### src/rtl/indexed_binary_heap_queue_defines.svh
// ----------------------------------------------------------------------------
// Indexed binary heap queue - assertion macros
// Shared concurrent assertion forms used at the end of the top level.
// ----------------------------------------------------------------------------
`ifndef INDEXED_BINARY_HEAP_QUEUE_DEFINES_SVH
`define INDEXED_BINARY_HEAP_QUEUE_DEFINES_SVH

// same-cycle implication, off while reset is held
`define IBHQ_ASSERT_SAME(label, clk, rst_n, pre, post) \
    label: assert property (@(posedge clk) disable iff (!(rst_n)) (pre) |-> (post)) \
        else $error("ibhq: same-cycle check failed");

// next-cycle implication, off while reset is held
`define IBHQ_ASSERT_NEXT(label, clk, rst_n, pre, post) \
    label: assert property (@(posedge clk) disable iff (!(rst_n)) (pre) |=> (post)) \
        else $error("ibhq: next-cycle check failed");

`endif

### src/rtl/ibhq_pkg.sv
// ----------------------------------------------------------------------------
// ibhq_pkg
// Types and constants shared by the indexed binary heap queue modules.
// ----------------------------------------------------------------------------
`timescale 1ns / 1ps
`default_nettype none

package ibhq_pkg;

    localparam int HANDLE_W      = 10;
    localparam int NUM_HANDLES   = 1024;
    localparam int KEY_PORT_W    = 32;
    localparam int COUNT_PORT_W  = 11;
    localparam int CAPACITY_DEF  = 1024;
    localparam int KEY_WIDTH_DEF = 32;

    typedef enum logic [1:0] {
        OP_INSERT = 2'd0,
        OP_POP    = 2'd1,
        OP_REMOVE = 2'd2,
        OP_UPDATE = 2'd3
    } t_op;

    typedef enum logic [1:0] {
        ST_OK    = 2'd0,
        ST_EMPTY = 2'd1,
        ST_FULL  = 2'd2,
        ST_BAD   = 2'd3
    } t_status;

    typedef enum logic [4:0] {
        CMD_NOP,
        CMD_CLEAR,
        CMD_ACCEPT,
        CMD_FAIL,
        CMD_INSERT,
        CMD_UPDATE,
        CMD_LOOKUP,
        CMD_POP,
        CMD_TAKE,
        CMD_READ_LAST,
        CMD_LOAD_CUR,
        CMD_READ_PARENT,
        CMD_MOVE_UP,
        CMD_READ_LEFT,
        CMD_BEST_LEFT,
        CMD_BEST_LEFT_RD_RIGHT,
        CMD_BEST_RIGHT,
        CMD_MOVE_DOWN,
        CMD_PLACE,
        CMD_READ_TOP,
        CMD_EMIT
    } t_cmd;

    typedef enum logic [3:0] {
        S_CLEAR,
        S_IDLE,
        S_CHECK,
        S_TAKE,
        S_FILL,
        S_LAST,
        S_UP,
        S_UPC,
        S_DN,
        S_DNL,
        S_DNR,
        S_DNC,
        S_PLACE,
        S_TOP,
        S_RES
    } t_state;

    typedef struct packed {
        t_cmd    cmd;
        t_status code;
    } t_ctrl;

    typedef struct packed {
        logic clr_done;
        logic present;
        logic empty;
        logic full;
        t_op  op;
        logic at_root;
        logic up_stop;
        logic left_in;
        logic right_in;
        logic right_wins;
        logic down_stop;
        logic fill_needed;
        logic out_free;
    } t_flags;

endpackage

`default_nettype wire

### src/rtl/ibhq_ctrl.sv
// ----------------------------------------------------------------------------
// ibhq_ctrl
// Sequencer for the heap: clearing pass, op decode, sift up and sift down.
// ----------------------------------------------------------------------------
`timescale 1ns / 1ps
`default_nettype none

module ibhq_ctrl (
    input  wire logic            i_clk,
    input  wire logic            i_rst_n,
    input  wire logic            i_in_valid,
    input  wire ibhq_pkg::t_flags i_flags,
    output logic                 o_in_stall,
    output ibhq_pkg::t_ctrl      o_ctrl
);

    ibhq_pkg::t_state r_state;
    ibhq_pkg::t_state n_state;

    always_ff @(posedge i_clk) begin
        if (!i_rst_n) begin
            r_state <= ibhq_pkg::S_CLEAR;
        end else begin
            r_state <= n_state;
        end
    end

    always_comb begin
        n_state = r_state;
        unique case (r_state)
            ibhq_pkg::S_CLEAR: begin
                if (i_flags.clr_done) n_state = ibhq_pkg::S_IDLE;
            end
            ibhq_pkg::S_IDLE: begin
                if (i_in_valid) n_state = ibhq_pkg::S_CHECK;
            end
            ibhq_pkg::S_CHECK: begin
                unique case (i_flags.op)
                    ibhq_pkg::OP_INSERT: begin
                        if (i_flags.present || i_flags.full) n_state = ibhq_pkg::S_RES;
                        else n_state = ibhq_pkg::S_UP;
                    end
                    ibhq_pkg::OP_POP: begin
                        if (i_flags.empty) n_state = ibhq_pkg::S_RES;
                        else n_state = ibhq_pkg::S_TAKE;
                    end
                    ibhq_pkg::OP_REMOVE: begin
                        if (!i_flags.present) n_state = ibhq_pkg::S_RES;
                        else n_state = ibhq_pkg::S_TAKE;
                    end
                    default: begin
                        if (!i_flags.present) n_state = ibhq_pkg::S_RES;
                        else n_state = ibhq_pkg::S_UP;
                    end
                endcase
            end
            ibhq_pkg::S_TAKE:  n_state = ibhq_pkg::S_FILL;
            ibhq_pkg::S_FILL: begin
                n_state = i_flags.fill_needed ? ibhq_pkg::S_LAST : ibhq_pkg::S_TOP;
            end
            ibhq_pkg::S_LAST:  n_state = ibhq_pkg::S_UP;
            ibhq_pkg::S_UP: begin
                n_state = i_flags.at_root ? ibhq_pkg::S_DN : ibhq_pkg::S_UPC;
            end
            ibhq_pkg::S_UPC: begin
                n_state = i_flags.up_stop ? ibhq_pkg::S_DN : ibhq_pkg::S_UP;
            end
            ibhq_pkg::S_DN: begin
                n_state = i_flags.left_in ? ibhq_pkg::S_DNL : ibhq_pkg::S_PLACE;
            end
            ibhq_pkg::S_DNL: begin
                n_state = i_flags.right_in ? ibhq_pkg::S_DNR : ibhq_pkg::S_DNC;
            end
            ibhq_pkg::S_DNR:   n_state = ibhq_pkg::S_DNC;
            ibhq_pkg::S_DNC: begin
                n_state = i_flags.down_stop ? ibhq_pkg::S_PLACE : ibhq_pkg::S_DN;
            end
            ibhq_pkg::S_PLACE: n_state = ibhq_pkg::S_TOP;
            ibhq_pkg::S_TOP:   n_state = ibhq_pkg::S_RES;
            ibhq_pkg::S_RES: begin
                if (i_flags.out_free) n_state = ibhq_pkg::S_IDLE;
            end
            default: n_state = ibhq_pkg::S_CLEAR;
        endcase
    end

    always_comb begin
        o_ctrl.cmd  = ibhq_pkg::CMD_NOP;
        o_ctrl.code = ibhq_pkg::ST_OK;
        o_in_stall  = (r_state != ibhq_pkg::S_IDLE);
        unique case (r_state)
            ibhq_pkg::S_CLEAR: o_ctrl.cmd = ibhq_pkg::CMD_CLEAR;
            ibhq_pkg::S_IDLE: begin
                if (i_in_valid) o_ctrl.cmd = ibhq_pkg::CMD_ACCEPT;
            end
            ibhq_pkg::S_CHECK: begin
                unique case (i_flags.op)
                    ibhq_pkg::OP_INSERT: begin
                        if (i_flags.present) begin
                            o_ctrl.cmd  = ibhq_pkg::CMD_FAIL;
                            o_ctrl.code = ibhq_pkg::ST_BAD;
                        end else if (i_flags.full) begin
                            o_ctrl.cmd  = ibhq_pkg::CMD_FAIL;
                            o_ctrl.code = ibhq_pkg::ST_FULL;
                        end else begin
                            o_ctrl.cmd = ibhq_pkg::CMD_INSERT;
                        end
                    end
                    ibhq_pkg::OP_POP: begin
                        if (i_flags.empty) begin
                            o_ctrl.cmd  = ibhq_pkg::CMD_FAIL;
                            o_ctrl.code = ibhq_pkg::ST_EMPTY;
                        end else begin
                            o_ctrl.cmd = ibhq_pkg::CMD_POP;
                        end
                    end
                    ibhq_pkg::OP_REMOVE: begin
                        if (!i_flags.present) begin
                            o_ctrl.cmd  = ibhq_pkg::CMD_FAIL;
                            o_ctrl.code = ibhq_pkg::ST_BAD;
                        end else begin
                            o_ctrl.cmd = ibhq_pkg::CMD_LOOKUP;
                        end
                    end
                    default: begin
                        if (!i_flags.present) begin
                            o_ctrl.cmd  = ibhq_pkg::CMD_FAIL;
                            o_ctrl.code = ibhq_pkg::ST_BAD;
                        end else begin
                            o_ctrl.cmd = ibhq_pkg::CMD_UPDATE;
                        end
                    end
                endcase
            end
            ibhq_pkg::S_TAKE: o_ctrl.cmd = ibhq_pkg::CMD_TAKE;
            ibhq_pkg::S_FILL: begin
                if (i_flags.fill_needed) o_ctrl.cmd = ibhq_pkg::CMD_READ_LAST;
            end
            ibhq_pkg::S_LAST: o_ctrl.cmd = ibhq_pkg::CMD_LOAD_CUR;
            ibhq_pkg::S_UP: begin
                if (!i_flags.at_root) o_ctrl.cmd = ibhq_pkg::CMD_READ_PARENT;
            end
            ibhq_pkg::S_UPC: begin
                if (!i_flags.up_stop) o_ctrl.cmd = ibhq_pkg::CMD_MOVE_UP;
            end
            ibhq_pkg::S_DN: begin
                if (i_flags.left_in) o_ctrl.cmd = ibhq_pkg::CMD_READ_LEFT;
            end
            ibhq_pkg::S_DNL: begin
                o_ctrl.cmd = i_flags.right_in ? ibhq_pkg::CMD_BEST_LEFT_RD_RIGHT
                                              : ibhq_pkg::CMD_BEST_LEFT;
            end
            ibhq_pkg::S_DNR: begin
                if (i_flags.right_wins) o_ctrl.cmd = ibhq_pkg::CMD_BEST_RIGHT;
            end
            ibhq_pkg::S_DNC: begin
                if (!i_flags.down_stop) o_ctrl.cmd = ibhq_pkg::CMD_MOVE_DOWN;
            end
            ibhq_pkg::S_PLACE: o_ctrl.cmd = ibhq_pkg::CMD_PLACE;
            ibhq_pkg::S_TOP:   o_ctrl.cmd = ibhq_pkg::CMD_READ_TOP;
            ibhq_pkg::S_RES: begin
                if (i_flags.out_free) o_ctrl.cmd = ibhq_pkg::CMD_EMIT;
            end
            default: o_ctrl.cmd = ibhq_pkg::CMD_NOP;
        endcase
    end

endmodule

`default_nettype wire

### config.mk
export PLATFORM = sky130hd
export DESIGN_NAME = ibhq_ctrl
export DESIGN_NICKNAME = d
export VERILOG_FILES = /design/src/rtl/indexed_binary_heap_queue_defines.svh /design/src/rtl/ibhq_pkg.sv /design/src/rtl/ibhq_ctrl.sv
export SDC_FILE = /design/constraint.sdc
export NUM_CORES = 1
export LEC_CHECK = 0
export BUFFER_PORTS_ARGS = -buffer_cell sky130_fd_sc_hd__buf_2
export CAP_MARGIN = 15
export CORE_ASPECT_RATIO = 0.8
export CORE_UTILIZATION = 33
export CTS_CLUSTER_DIAMETER = 80
export DETAILED_ROUTE_END_ITERATION = 6
export GPL_TIMING_DRIVEN = 0
export MAX_ROUTING_LAYER = met4
export PLACE_DENSITY = 0.58
export SYNTH_ARGS = -nofsm -noshare
export SYNTH_HDL_FRONTEND = slang
export SYNTH_SLANG_ARGS = --single-unit
### constraint.sdc
create_clock -name i_clk -period 2.6 [get_ports i_clk]
set_input_delay 0.13 -clock i_clk [delete_from_list [all_inputs] [get_ports i_clk]]
set_output_delay 0.13 -clock i_clk [all_outputs]
set_load 0.005 [all_outputs]
After elaboration in Yosys (flattened, before gate mapping)
Cells that the tools add are included.

storage, ports and cells
  input bits = 17
  logic and storage cells = 60
  register bits after elaboration = 4
  output and inout bits = 8

cells by class
  muxes and demuxes = 35
  equality and inequality tests = 20
  reduce and logical (&&, ||, !) cells = 4

operator list
  kind                number
  $pmux 5 s15         1
  $pmux 4 s15         1
  $mux 4              14
  $eq 4x4->1 const B  7
  $pmux 7 s3          1
  $mux 5              4
  $mux 3              6
  $eq 4x3->1 const B  4
  $pmux 4 s3          1
  $eq 4x2->1 const B  2
  $mux 2              4
  $ne 2x2->1 const B  3
  $eq 4x1->1 const B  1
  $logic_not 4->1     1
  $ne 4x1->1 const B  1
  $mux 1              3
  $reduce_and 3->1    1
  $eq 2x1->1 const B  1
  $eq 2x2->1 const B  1
  $logic_not 2->1     1
  $logic_or 1x1->1    1

Longest topological paths before layout
  word-level depth = 4
  mapped depth = 6
  mapped depth without buffers = 6

Worst setup path after synthesis
No wires, ideal clock.

  kind = input-to-output
  start = input port i_flags[8] (netlist bit)
  end = output port o_ctrl[4] (netlist bit)
  slack = 1328 ps
  stages on the path = 5
  path buffers = 0
  data required time = 2470 ps
  arrival = 1142 ps
  path through = inv_1 ha_1 a222oi_1 o21ai_0 a221o_1

RTL lines
  element          line             text
  start, declared  ibhq_ctrl.sv:12  input wire ibhq_pkg::t_flags i_flags,
  end, declared    ibhq_ctrl.sv:14  output ibhq_pkg::t_ctrl o_ctrl

==> flow_metrics.env <==
export IMPL_status="finished, final reports clean"
export IMPL_worstSetupPathType="register to output port"
export IMPL_critical_path_slowest_cell="dfxtp_1"
export IMPL_path_buf_inv=3
export IMPL_top_regs="r_state (4)"
export IMPL_critPathCaptureType="output port"
export IMPL_die_y_um=46.6
export IMPL_numClockSinks=4
export IMPL_cts_buffers=3
export IMPL_cp_required_ns=2.47
export IMPL_syn_area_sq_um=822
export IMPL_dp_cells=163
export IMPL_hp_class="primary input to register"
export IMPL_first_global_vias=827
export IMPL_grtUsageMet2_pct=28.7
export IMPL_wl_um=2400
export IMPL_hold_violations=0
export IMPL_grt_util_met1_pct=24.9
export IMPL_root_buffer="clkbuf_4"
export IMPL_path_max_fanout=10
export IMPL_h_tree_depth=1
export IMPL_start_util_pct=36.5
export IMPL_synth_edf_count=0
export IMPL_gr_total_overflow=0
export IMPL_ys_seq_area_share_pct=9.74
export IMPL_antenna_cells=0
export IMPL_p_per_area_nw_per_um2=880
export IMPL_die_area_sq_um=2700
export IMPL_grtUsageTotal_pct=18.2
export IMPL_rsz0062_at_grt="false"
export IMPL_die_width_um=57.8
export IMPL_synth_seq_cells=4
export IMPL_grt_util_met3_pct=1.12
export IMPL_syn_nets=135
export IMPL_grt_max_degree=11
export IMPL_io_pins=25
export IMPL_largest_register="r_state"
export IMPL_critPathTopFamily="buffers and inverters"
export IMPL_clk_pin_slew_ns=0.04
export IMPL_worstPathArrival_ns=1.62
export IMPL_tightest_slew_ns=0.343
export IMPL_fin_crit_sh_pct=67.4
export IMPL_core_area_sq_um=2250
export IMPL_dp_worst_setup_slack_ns=0.965
export IMPL_crit_chain="buf_6 -> buf_4 -> xor2_1 -> a22oi_1 -> o21bai_1 -> buf_2"
export IMPL_hold_depth=3
export IMPL_syn_area_per_cell_sq_um=7.21
export IMPL_cts_hold_buf=0
export IMPL_fin_crit_ns=1.75
export IMPL_largest_reg_flops=4
export IMPL_port_buffers=24
export IMPL_via_per_inst=5.90
export IMPL_area_growth_pct=21.2
export IMPL_drt_first_pass_iters=4
export IMPL_globalplace_congestion=0.884
export IMPL_critPathMaxStageDelay_ns=0.43
export IMPL_top_usage_layer="met2"
export IMPL_ir_drop_mv=0.209
export IMPL_hpwlAfterDp_um=1810
export IMPL_drt_first_iter_violations=39
export IMPL_hold_worst_slack_ns=0.198
export IMPL_ant_nets=0
export IMPL_ff2ff_path_depth=6
export IMPL_post_cts_buffers=0
export IMPL_synth_cells=114
export IMPL_path_depth=6
export IMPL_setup_violations_final=0
export IMPL_post_cts_resized=0
export IMPL_fin_nets=164
export IMPL_cts_tree="done"
export IMPL_vias=979
export IMPL_fin_ws_ns=0.849
export IMPL_synthFlopType="dfxtp_1"
export IMPL_yosys_warnings=0
export IMPL_drive_above_1_share_pct=31.2
export IMPL_antenna_found_initial=0
export IMPL_row_count=15
export IMPL_setup_tns_final_ns=0
export IMPL_relSlewSlack_pct=77.0
export IMPL_fin_cells=166
export IMPL_p_leak_nw=0.451
export IMPL_ys_types=51
export IMPL_cp_start_kind="register"
export IMPL_grt_pass1_wl_um=3660
export IMPL_fmax_mhz=571
export IMPL_clock_latency_ns=0.24
export IMPL_async_flop_share_pct=0
export IMPL_drv_slew=0
export IMPL_n_fill_cell=242
export IMPL_fin_area_sq_um=996
export IMPL_fin_skew_ns=0.00657
export IMPL_maxCapViolations=0
export IMPL_ctsLongestPathBuffers=2
export IMPL_routedWlPerCell_um=14.5
export IMPL_place_area_sq_um=973
export IMPL_drc=0
-- final cells by class --
type | instances | area, sq um | share of cell area [%]
multi-input cells | 93 | 637 | 63.9
repair buffers | 24 | 120 | 12.1
flip-flops and latches | 4 | 80.1 | 8.04
plain buffers | 9 | 72.6 | 7.29
inverters | 8 | 32.5 | 3.27
well taps | 25 | 31.3 | 3.14
clock buffers | 3 | 22.5 | 2.26
-- worst reg2reg max path: stages (launching register included) --
cell	delay (ns)
dfxtp_1	0.43
buf_6	0.19
buf_4	0.18
nand4_1	0.10
o41ai_2	0.07
o22ai_1	0.15
a31oi_1	0.19
-- power breakdown --
part | internal [mW] | switching (mW)
Sequential | 0.0872 | 0.0362
Clock | 0.0517 | 0.0265
Combinational | 0.310 | 0.365
-- cell families after synthesis --
family | count (synthesis) | share of synthesized area (%)
fa+ha+maj | 4 | 6.09
buf+inv | 17 | 12.8
simple gates | 40 | 28.6
mux | 1 | 1.22
xor+xnor | 1 | 1.07
flops | 4 | 9.74
compound gates | 47 | 40.5
-- per-layer routing --
| metal | wire [um] | vias to the layer above | share of wire, % |
|---|---|---|---|
| met5 | 0 | - | 0 |
| li1 | - | 484 | - |
| met1 | 1150 | 458 | 48 |
| met4 | 14 | 0 | 0.58 |
| met3 | 129 | 2 | 5.4 |
| met2 | 1110 | 35 | 46 |
-- synthesized netlist by cell type (2+ instances only) --
cell	number	area share, %
dfxtp_1	4	9.7
nand2b_1	3	2.3
a22oi_1	3	2.7
nand2_1	7	3.2
a31oi_1	2	1.5
o21ai_1	3	1.8
nor3_1	4	2.4
ha_1	4	6.1
a21o_1	3	2.7
nor2b_1	2	1.5
o22ai_1	2	1.5
nor2_1	8	3.7
buf_6	3	4.1
a21oi_1	9	5.5
o31ai_1	2	1.8
o211ai_1	2	1.8
buf_4	4	3.7
and3_1	3	2.3
o21ai_0	8	4.9
nand3_1	2	1.2
inv_1	6	2.7
-- final timing paths --
kind              startpoint         end  slack, ns
setup reg to reg  r_state[0]  r_state[2]       1.21
hold reg to reg   r_state[1]  r_state[0]       0.82
hold / removal       i_rst_n  r_state[1]       0.20
setup / recovery  r_state[2]   o_ctrl[5]       0.85
-- cell usage in the layout, fill, tap and decap left out, types with 4 or more instances in the layout --
cell type   n
nor3_1      4
nor2_1      8
dfxtp_1     4
ha_1        4
o21ai_0     8
nand2_1     7
buf_2      25
a21oi_1     9
inv_1       6
buf_4       4
-- per-stage QoR --
| stage | utilization [%] | power [mW] |
|---|---|---|
| after floorplan | - | 0.611 |
| final | 44.2 | 0.877 |
| after global placement | 43.2 | 0.788 |
| after detailed placement | 43.2 | 0.784 |
| after global routing | 44.2 | 0.944 |
| after CTS | 44.2 | 0.871 |
No activity file was read; power rests on OpenSTA's default activity.
